[src/sv/nibble_sbox_feistel_cipher_top_assert.svh]
// Assertion macros used by the cipher top
`ifndef NIBBLE_SBOX_FEISTEL_CIPHER_TOP_ASSERT_SVH
`define NIBBLE_SBOX_FEISTEL_CIPHER_TOP_ASSERT_SVH

// Same-cycle implication, disabled while in reset
`define NSFC_ASSERT_IMPL(label, ck, rst_n, ante, cons, msg) \
	label: assert property (@(posedge ck) disable iff (!(rst_n)) (ante) |-> (cons)) \
		else $error(msg);

// Next-cycle implication, disabled while in reset
`define NSFC_ASSERT_NEXT(label, ck, rst_n, ante, cons, msg) \
	label: assert property (@(posedge ck) disable iff (!(rst_n)) (ante) |=> (cons)) \
		else $error(msg);

`endif

[src/sv/nsfc_pkg.sv]
package nsfc_pkg;

	localparam int WORD_W    = 32;
	localparam int HALF_W    = 16;
	localparam int NIB_W     = 4;
	localparam int SEED_RNDS = 16;
	localparam int PAY_RNDS  = 4;
	localparam int CELLS     = SEED_RNDS;
	localparam int SEED_IW   = $clog2(SEED_RNDS);
	localparam int PAY_IW    = $clog2(PAY_RNDS);

	// cipher modes
	typedef enum logic {
		MODE_SEED = 1'b0,
		MODE_PAY  = 1'b1
	} mode_t;

	// control that travels beside each word through the cell chain
	typedef struct packed {
		logic  valid;
		mode_t mode;
	} ctl_t;

	// 32-entry nibble substitution table
	function automatic logic [NIB_W-1:0] nib_box(input logic [4:0] idx);
		logic [NIB_W-1:0] v;
		case (idx)
			5'd0:  v = 4'h5;  5'd1:  v = 4'h6;  5'd2:  v = 4'h7;  5'd3:  v = 4'h1;
			5'd4:  v = 4'h9;  5'd5:  v = 4'hC;  5'd6:  v = 4'hD;  5'd7:  v = 4'h8;
			5'd8:  v = 4'hA;  5'd9:  v = 4'hD;  5'd10: v = 4'h2;  5'd11: v = 4'hB;
			5'd12: v = 4'hF;  5'd13: v = 4'h4;  5'd14: v = 4'h0;  5'd15: v = 4'h3;
			5'd16: v = 4'hB;  5'd17: v = 4'h4;  5'd18: v = 4'h6;  5'd19: v = 4'h0;
			5'd20: v = 4'hF;  5'd21: v = 4'h2;  5'd22: v = 4'hD;  5'd23: v = 4'h9;
			5'd24: v = 4'h5;  5'd25: v = 4'hC;  5'd26: v = 4'h1;  5'd27: v = 4'hA;
			5'd28: v = 4'h3;  5'd29: v = 4'hD;  5'd30: v = 4'hE;  5'd31: v = 4'h8;
			default: v = 4'h0;
		endcase
		return v;
	endfunction

	// seed-to-key round keys, table order
	function automatic logic [HALF_W-1:0] seed_key(input logic [SEED_IW-1:0] idx);
		logic [HALF_W-1:0] k;
		case (idx)
			4'd0:  k = 16'h53DA;  4'd1:  k = 16'h33BC;  4'd2:  k = 16'h72EB;
			4'd3:  k = 16'h437D;  4'd4:  k = 16'h7CA3;  4'd5:  k = 16'h3382;
			4'd6:  k = 16'h834F;  4'd7:  k = 16'h3608;  4'd8:  k = 16'hAFB8;
			4'd9:  k = 16'h503D;  4'd10: k = 16'hDBA3;  4'd11: k = 16'h9D34;
			4'd12: k = 16'h3563;  4'd13: k = 16'h6B70;  4'd14: k = 16'h6E74;
			4'd15: k = 16'h88F0;
			default: k = 16'h0000;
		endcase
		return k;
	endfunction

	// payload round keys, table order
	function automatic logic [HALF_W-1:0] pay_key(input logic [PAY_IW-1:0] idx);
		logic [HALF_W-1:0] k;
		case (idx)
			2'd0: k = 16'h7856;
			2'd1: k = 16'hCE22;
			2'd2: k = 16'hF513;
			2'd3: k = 16'h6E86;
			default: k = 16'h0000;
		endcase
		return k;
	endfunction

endpackage

[src/sv/nsfc_cell.sv]
module nsfc_cell
	import nsfc_pkg::*;
#(
	parameter logic [HALF_W-1:0] SEED_KEY = '0,
	parameter logic [HALF_W-1:0] PAY_KEY  = '0,
	parameter bit                PAY_ON   = 1'b0
) (
	input  logic              clk,
	input  logic              arst_n,
	input  ctl_t              ctl_in,
	input  logic [WORD_W-1:0] data_in,
	output ctl_t              ctl_out,
	output logic [WORD_W-1:0] data_out
);

	logic [HALF_W-1:0] lo;
	logic [HALF_W-1:0] hi;
	logic [HALF_W-1:0] rk;
	logic [HALF_W-1:0] ix;
	logic [WORD_W-1:0] dup;
	logic [HALF_W-1:0] f;
	logic [HALF_W-1:0] f_rot;
	logic [WORD_W-1:0] rnd;
	logic [WORD_W-1:0] nxt;
	ctl_t              ctl_s1;
	logic [WORD_W-1:0] data_s1;

	// one Feistel round
	always_comb begin
		lo  = data_in[HALF_W-1:0];
		hi  = data_in[WORD_W-1:HALF_W];
		rk  = (ctl_in.mode == MODE_PAY) ? PAY_KEY : SEED_KEY;
		ix  = lo ^ rk;
		dup = {ix, ix};
		for (int n = 0; n < HALF_W / NIB_W; n++) begin
			f[n*NIB_W +: NIB_W] = nib_box(dup[n*NIB_W +: 5]);
		end
		f_rot = {f[2:0], f[HALF_W-1:3]};
		rnd   = {lo, f_rot ^ hi};
		// payload mode runs fewer rounds: later cells pass the word on
		if (ctl_in.mode == MODE_PAY && !PAY_ON) begin
			nxt = data_in;
		end else begin
			nxt = rnd;
		end
	end

	// stage register: control is reset, data is not
	always_ff @(posedge clk or negedge arst_n) begin
		if (!arst_n) begin
			ctl_s1 <= '{valid: 1'b0, mode: MODE_SEED};
		end else begin
			ctl_s1 <= ctl_in;
		end
	end

	always_ff @(posedge clk) begin
		data_s1 <= nxt;
	end

	assign ctl_out  = ctl_s1;
	assign data_out = data_s1;

endmodule

[config.mk]
export PLATFORM = sky130hd
export DESIGN_NAME = nsfc_cell
export DESIGN_NICKNAME = d
export VERILOG_FILES = /design/src/sv/nibble_sbox_feistel_cipher_top_assert.svh /design/src/sv/nsfc_pkg.sv /design/src/sv/nsfc_cell.sv
export SDC_FILE = /design/constraint.sdc
export NUM_CORES = 1
export LEC_CHECK = 0
export BUFFER_PORTS_ARGS = -buffer_cell sky130_fd_sc_hd__buf_2
export CORE_MARGIN = 2
export CORE_UTILIZATION = 40
export CTS_CLUSTER_DIAMETER = 60
export DETAILED_ROUTE_END_ITERATION = 7
export PLACE_DENSITY = 0.7
export SYNTH_ARGS = -nofsm -noshare
export SYNTH_HDL_FRONTEND = slang
export SYNTH_SLANG_ARGS = --single-unit
[constraint.sdc]
create_clock -name clk -period 0.8 [get_ports clk]
set_clock_uncertainty 0.1 [all_clocks]
set_input_delay 0.16 -clock clk [delete_from_list [all_inputs] [get_ports clk]]
set_output_delay 0.16 -clock clk [all_outputs]
set_load 0.005 [all_outputs]
Yosys cells after proc, flatten, opt, wreduce, memory -nomap -nowiden
Memory sizes are Yosys's and may differ from the RTL's.
Index checks and enable logic that the tools add are counted.
- muxes and demuxes: 1
- bitwise operators: 1
- operator list (cell ; count):
    2-to-1 mux 32 bit ; 1
    XOR 16 bit ; 1
- bits in registers: 34
- memory bits (read-only): 512
- bits of input ports: 36
- output and inout bits: 34
- word-level logic and storage cells: 9
- memories kept: 4
- memory list (memory ; words ; bits a word ; rd ports ; clocked after Yosys merged registers in ; wr ports ; line ; text):
    (name not given) ; 32 ; 4 ; 1 ; 0 ; 0 ; nsfc_pkg.sv:27 ; case (idx)
    (name not given) ; 32 ; 4 ; 1 ; 0 ; 0 ; nsfc_pkg.sv:27 ;
    (name not given) ; 32 ; 4 ; 1 ; 0 ; 0 ; nsfc_pkg.sv:27 ;
    (name not given) ; 32 ; 4 ; 1 ; 0 ; 0 ; nsfc_pkg.sv:27 ;

Depth between registers and ports, before layout
An unclocked memory read counts as a cell.
- depth in word-level cells: 3
- depth in mapped cells: 8
- depth with buffers taken out: 7

Least setup slack after synthesis
OpenSTA, ideal clock, no wires.
- kind: in2reg
- start: input data_in[4]
- end: register data_s1[3], in the netlist data_out[3]
- setup time: 127 ps
- arrival: 1556 ps
- required time: 573 ps
- slack: -983 ps
- cell stages on the path: 8
- path buffers: 1
- cells stage by stage: buf_2 -> inv_1 -> ha_1 -> inv_1 -> mux4_2 -> o211ai_2 -> xnor2_1 -> o21ai_1
- cells in the longest elaborated chain, start to end: 3
- ends and longest elaborated chain (item ; line ; text):
    start: declaration ; nsfc_cell.sv:11 ; input logic [WORD_W-1:0] data_in,
    memory (32 x 4 bit) ; - ;
    XOR 16 bit ; nsfc_cell.sv:39 ; rnd = {lo, f_rot ^ hi};
    2-to-1 mux 32 bit ; nsfc_cell.sv:41 ; if (ctl_in.mode == MODE_PAY && !PAY_ON) begin
    net nxt[3] ; nsfc_cell.sv:24 ; logic [WORD_W-1:0] nxt;
    end signal: assignment ; nsfc_cell.sv:58 ; data_s1 <= nxt;
    end: declaration ; nsfc_cell.sv:26 ; logic [WORD_W-1:0] data_s1;
The timed path passes the listed nets, and every way through them passes these cells.

Worst setup path after layout
- start: input data_in[4]
- end: register data_s1[1], in the netlist data_out[1]
The elaborated chain is that of the path after synthesis.

==> reports/results.tsv <==
metric	value	unit
Routed met3 length	524	um
Hold Crit Class	in2reg	
Worst Hold Slack	-13.10	ps
starting DRC count in detailed routing	262	
Root Driver	clkbuf_8	
Synth Net Count	379	
Max-slew headroom	0.7250	
cells after synthesis	318	
Clock transition at path regs	70	ps
Setup WS pre-CTS	-978.1	ps
crit path capture type	flip-flop	
Netlist cell types	61	
DR WL met2	4700	um
placed instance area	3702	um^2
most frequent CP cell	buf_12	
final period utilization	1.748	
Port Buf Inserts	69	
met1 wire length	3687	um
failing checks	hold timing, setup timing	
Startpoint Class	input pin	
largest net degree at the start of global routing	14	
worst path cell trace	buf_12, inv_8, buf_12, ha_4, nor3b_4, buf_4, o41ai_4, o21a_1, o31ai_1	
Final ANT Viol Nets	0	
Remaining Overflow, GRT	0	
layout cell share with drive strength beyond 1	0.5846	
die area	7075	um^2
Vias	3041	
initial core utilization	0.4090	
Worst EP arrival	1490	ps
final instance area	4541	um^2
hpwl dp	5743	um
Seq/Total Area, Yosys	0.2690	
Worst-Margin Slew	407.2	ps
worst setup margin	-598.3	ps
row cnt	29	
Crit Path Category	in2reg	
P_sw	0.001796	W
Routed WL	9034	um
Clock Tree Buf Depth	2	
Worst Setup SP	data_in[4]	
LEAKAGE	2.022	nW
leading area contributor after synthesis	dfxtp_1	
Avg Cell Area, Syn	8.074	um^2
Int Pwr	0.003775	W
fin nets	539	
CTS Buf Count	5	
drt drc	0	
FMAX	715.1	MHz
area added between synthesis and finish	76.85	%
CP Max Fanout	5	
Critical Path Slowest Stage Cell	o31ai_1	
commonest non-fill, non-tap cell in the layout	buf_4	
Sw Ratio	0.3224	
top cell type's share of synthesized area	0.2495	
Clk pwr share	0.247	
Peak VDD IR	0.7571	mV
Antenna Diode Count	0	
WP data required	890	ps
synth top area cells	dfxtp_1, ha_1, nand2_1	
CP max stage delay	250	ps
routability cong.	0.8795	
Die Span Y	84.12	um
fin. max-slew vios	0	
cell area after synthesis	2567	um^2
#FFs+latches synth	34	
sequential share of power	0.344	
Via-to-Cell Ratio	5.469	
Fillers	460	
unrepaired setup endpoints after global routing	true	
core box area	6277	um^2
# IOs	70	
commonest cells after routing, fill and taps aside	buf_4, buf_2, nand2_1, dfxtp_1, buf_6	
Hold Violations, Final	2	
Critical Path Sink	data_out[1]	
vias in the first global route	2925	
Tot GR Track Use	0.2362	
Die Wd	84.12	um
final worst path period need	1398	ps
drt first pass iters	5	
Setup-failing EPs final	50	
Primary FF master, synth	dfxtp_1	
Logic pwr share	0.409	
outcome	finished with violations	
Ys Warns	0	
wire length of the first global-routing pass	13650	um
PwrDens	1227	nW/um^2
antenna violations before repair	0	
Post-synth EDFFs	0	
DR top layer	met4	
WL/cell	16.25	um
Max-Cap Viols	0	
H-tree levels	2	
Post-synth ARST share	0.05882	
Sink Count	34	
CTS tree	done	
sequential cells by signal, indices dropped and copies added, names as in the netlist:
name	cells
ctl_out	2
data_out	32
power groups by stage:
stage	clock (W)	sequential [W]	combinational, W
after global placement	0	0.00194	0.00168
after floorplan	0	0.00197	0.000900
final	0.00137	0.00192	0.00228
after global routing	0.00144	0.00193	0.00244
after CTS	0.00139	0.00191	0.00206
after detailed placement	0	0.00194	0.00172
worst max-delay path: cells and delay by family:
family	cells	cell delay, ps
AOI/OAI and AO/OA	3	540
adders and majority gates	1	150
buffers and inverters	4	410
and+or+nand+nor	1	230
how the worst min path moves through the flow:
| stage | endpoint | from | slack (ps) | cells after the start |
|---|---|---|---|---|
| after floorplan | ctl_out[0] | arst_n | -240 | 0 |
| after global placement | ctl_out[1] | arst_n | -160 | 1 |
| after detailed placement | ctl_out[1] | arst_n | -150 | 1 |
| after CTS | data_out[21] | data_in[21] | -10 | 3 |
| after global routing | data_out[21] | data_in[21] | 10 | 3 |
| final | data_out[21] | data_in[21] | -10 | 3 |
layer usage:
layer,GRT usage,vias to the layer above
met5,0,-
met4,0.08504,0
met3,0.03858,11
met2,0.4149,127
met1,0.2903,1455
li1,-,1448
kinds of logic after synthesis:
kind of cell / after synthesis / synth area share
buffers and inverters: 40 / 0.06920
xor gates and xnor gates: 13 / 0.04435
AOI/OAI and AO/OA: 98 / 0.2529
adders and majority gates: 25 / 0.1218
and+or+nand+nor: 100 / 0.2037
muxes: 8 / 0.03898
DFF: 34 / 0.2690
layout make-up:
class / count / area (um^2) / share of cell area
Clock buffer: 7 / 86.33 / 0.01901
Clock inverter: 1 / 5.005 / 0.001102
Inverter: 19 / 102.6 / 0.02260
Multi-Input combinational cell: 244 / 2183 / 0.4808
Sequential cell: 34 / 701.9 / 0.1546
Tap cell: 77 / 96.34 / 0.02122
Timing Repair Buffer: 174 / 1365 / 0.3006
stage by stage:
stage | power [W] | setup TNS [ps] | util | instances
2_1_floorplan | 0.002867 | -9521 | - | 318
3_3_place_gp | 0.003616 | -16600 | 0.5898 | 529
3_5_place_dp | 0.003660 | -17260 | 0.5898 | 529
4_1_cts | 0.005366 | -13390 | 0.6926 | 550
5_1_grt | 0.005803 | -15100 | 0.7233 | 556
6_report | 0.005571 | -13660 | 0.7233 | 556
cell usage after synthesis, drive strengths merged (4+ instances only):
cell	number
clkbuf	7
a31oi	4
nor2b	13
o211ai	5
o21ai	34
buf	14
xor2	6
nor2	16
ha	25
xnor2	7
inv	19
a21oi	13
a211oi	5
mux2	6
nand2b	9
dfxtp	32
nand2	35
a22oi	4
nor3	8
what timing repair did:
action                                  CTS  global route
buffers inserted                         12             6
gates resized for setup                 109            33
hold endpoints to repair                  6             0
endpoints found under the setup margin   51            53
pin swaps                                52            42
hold buffers                              2             0
Note: power is estimated with default switching activity, not from simulation.
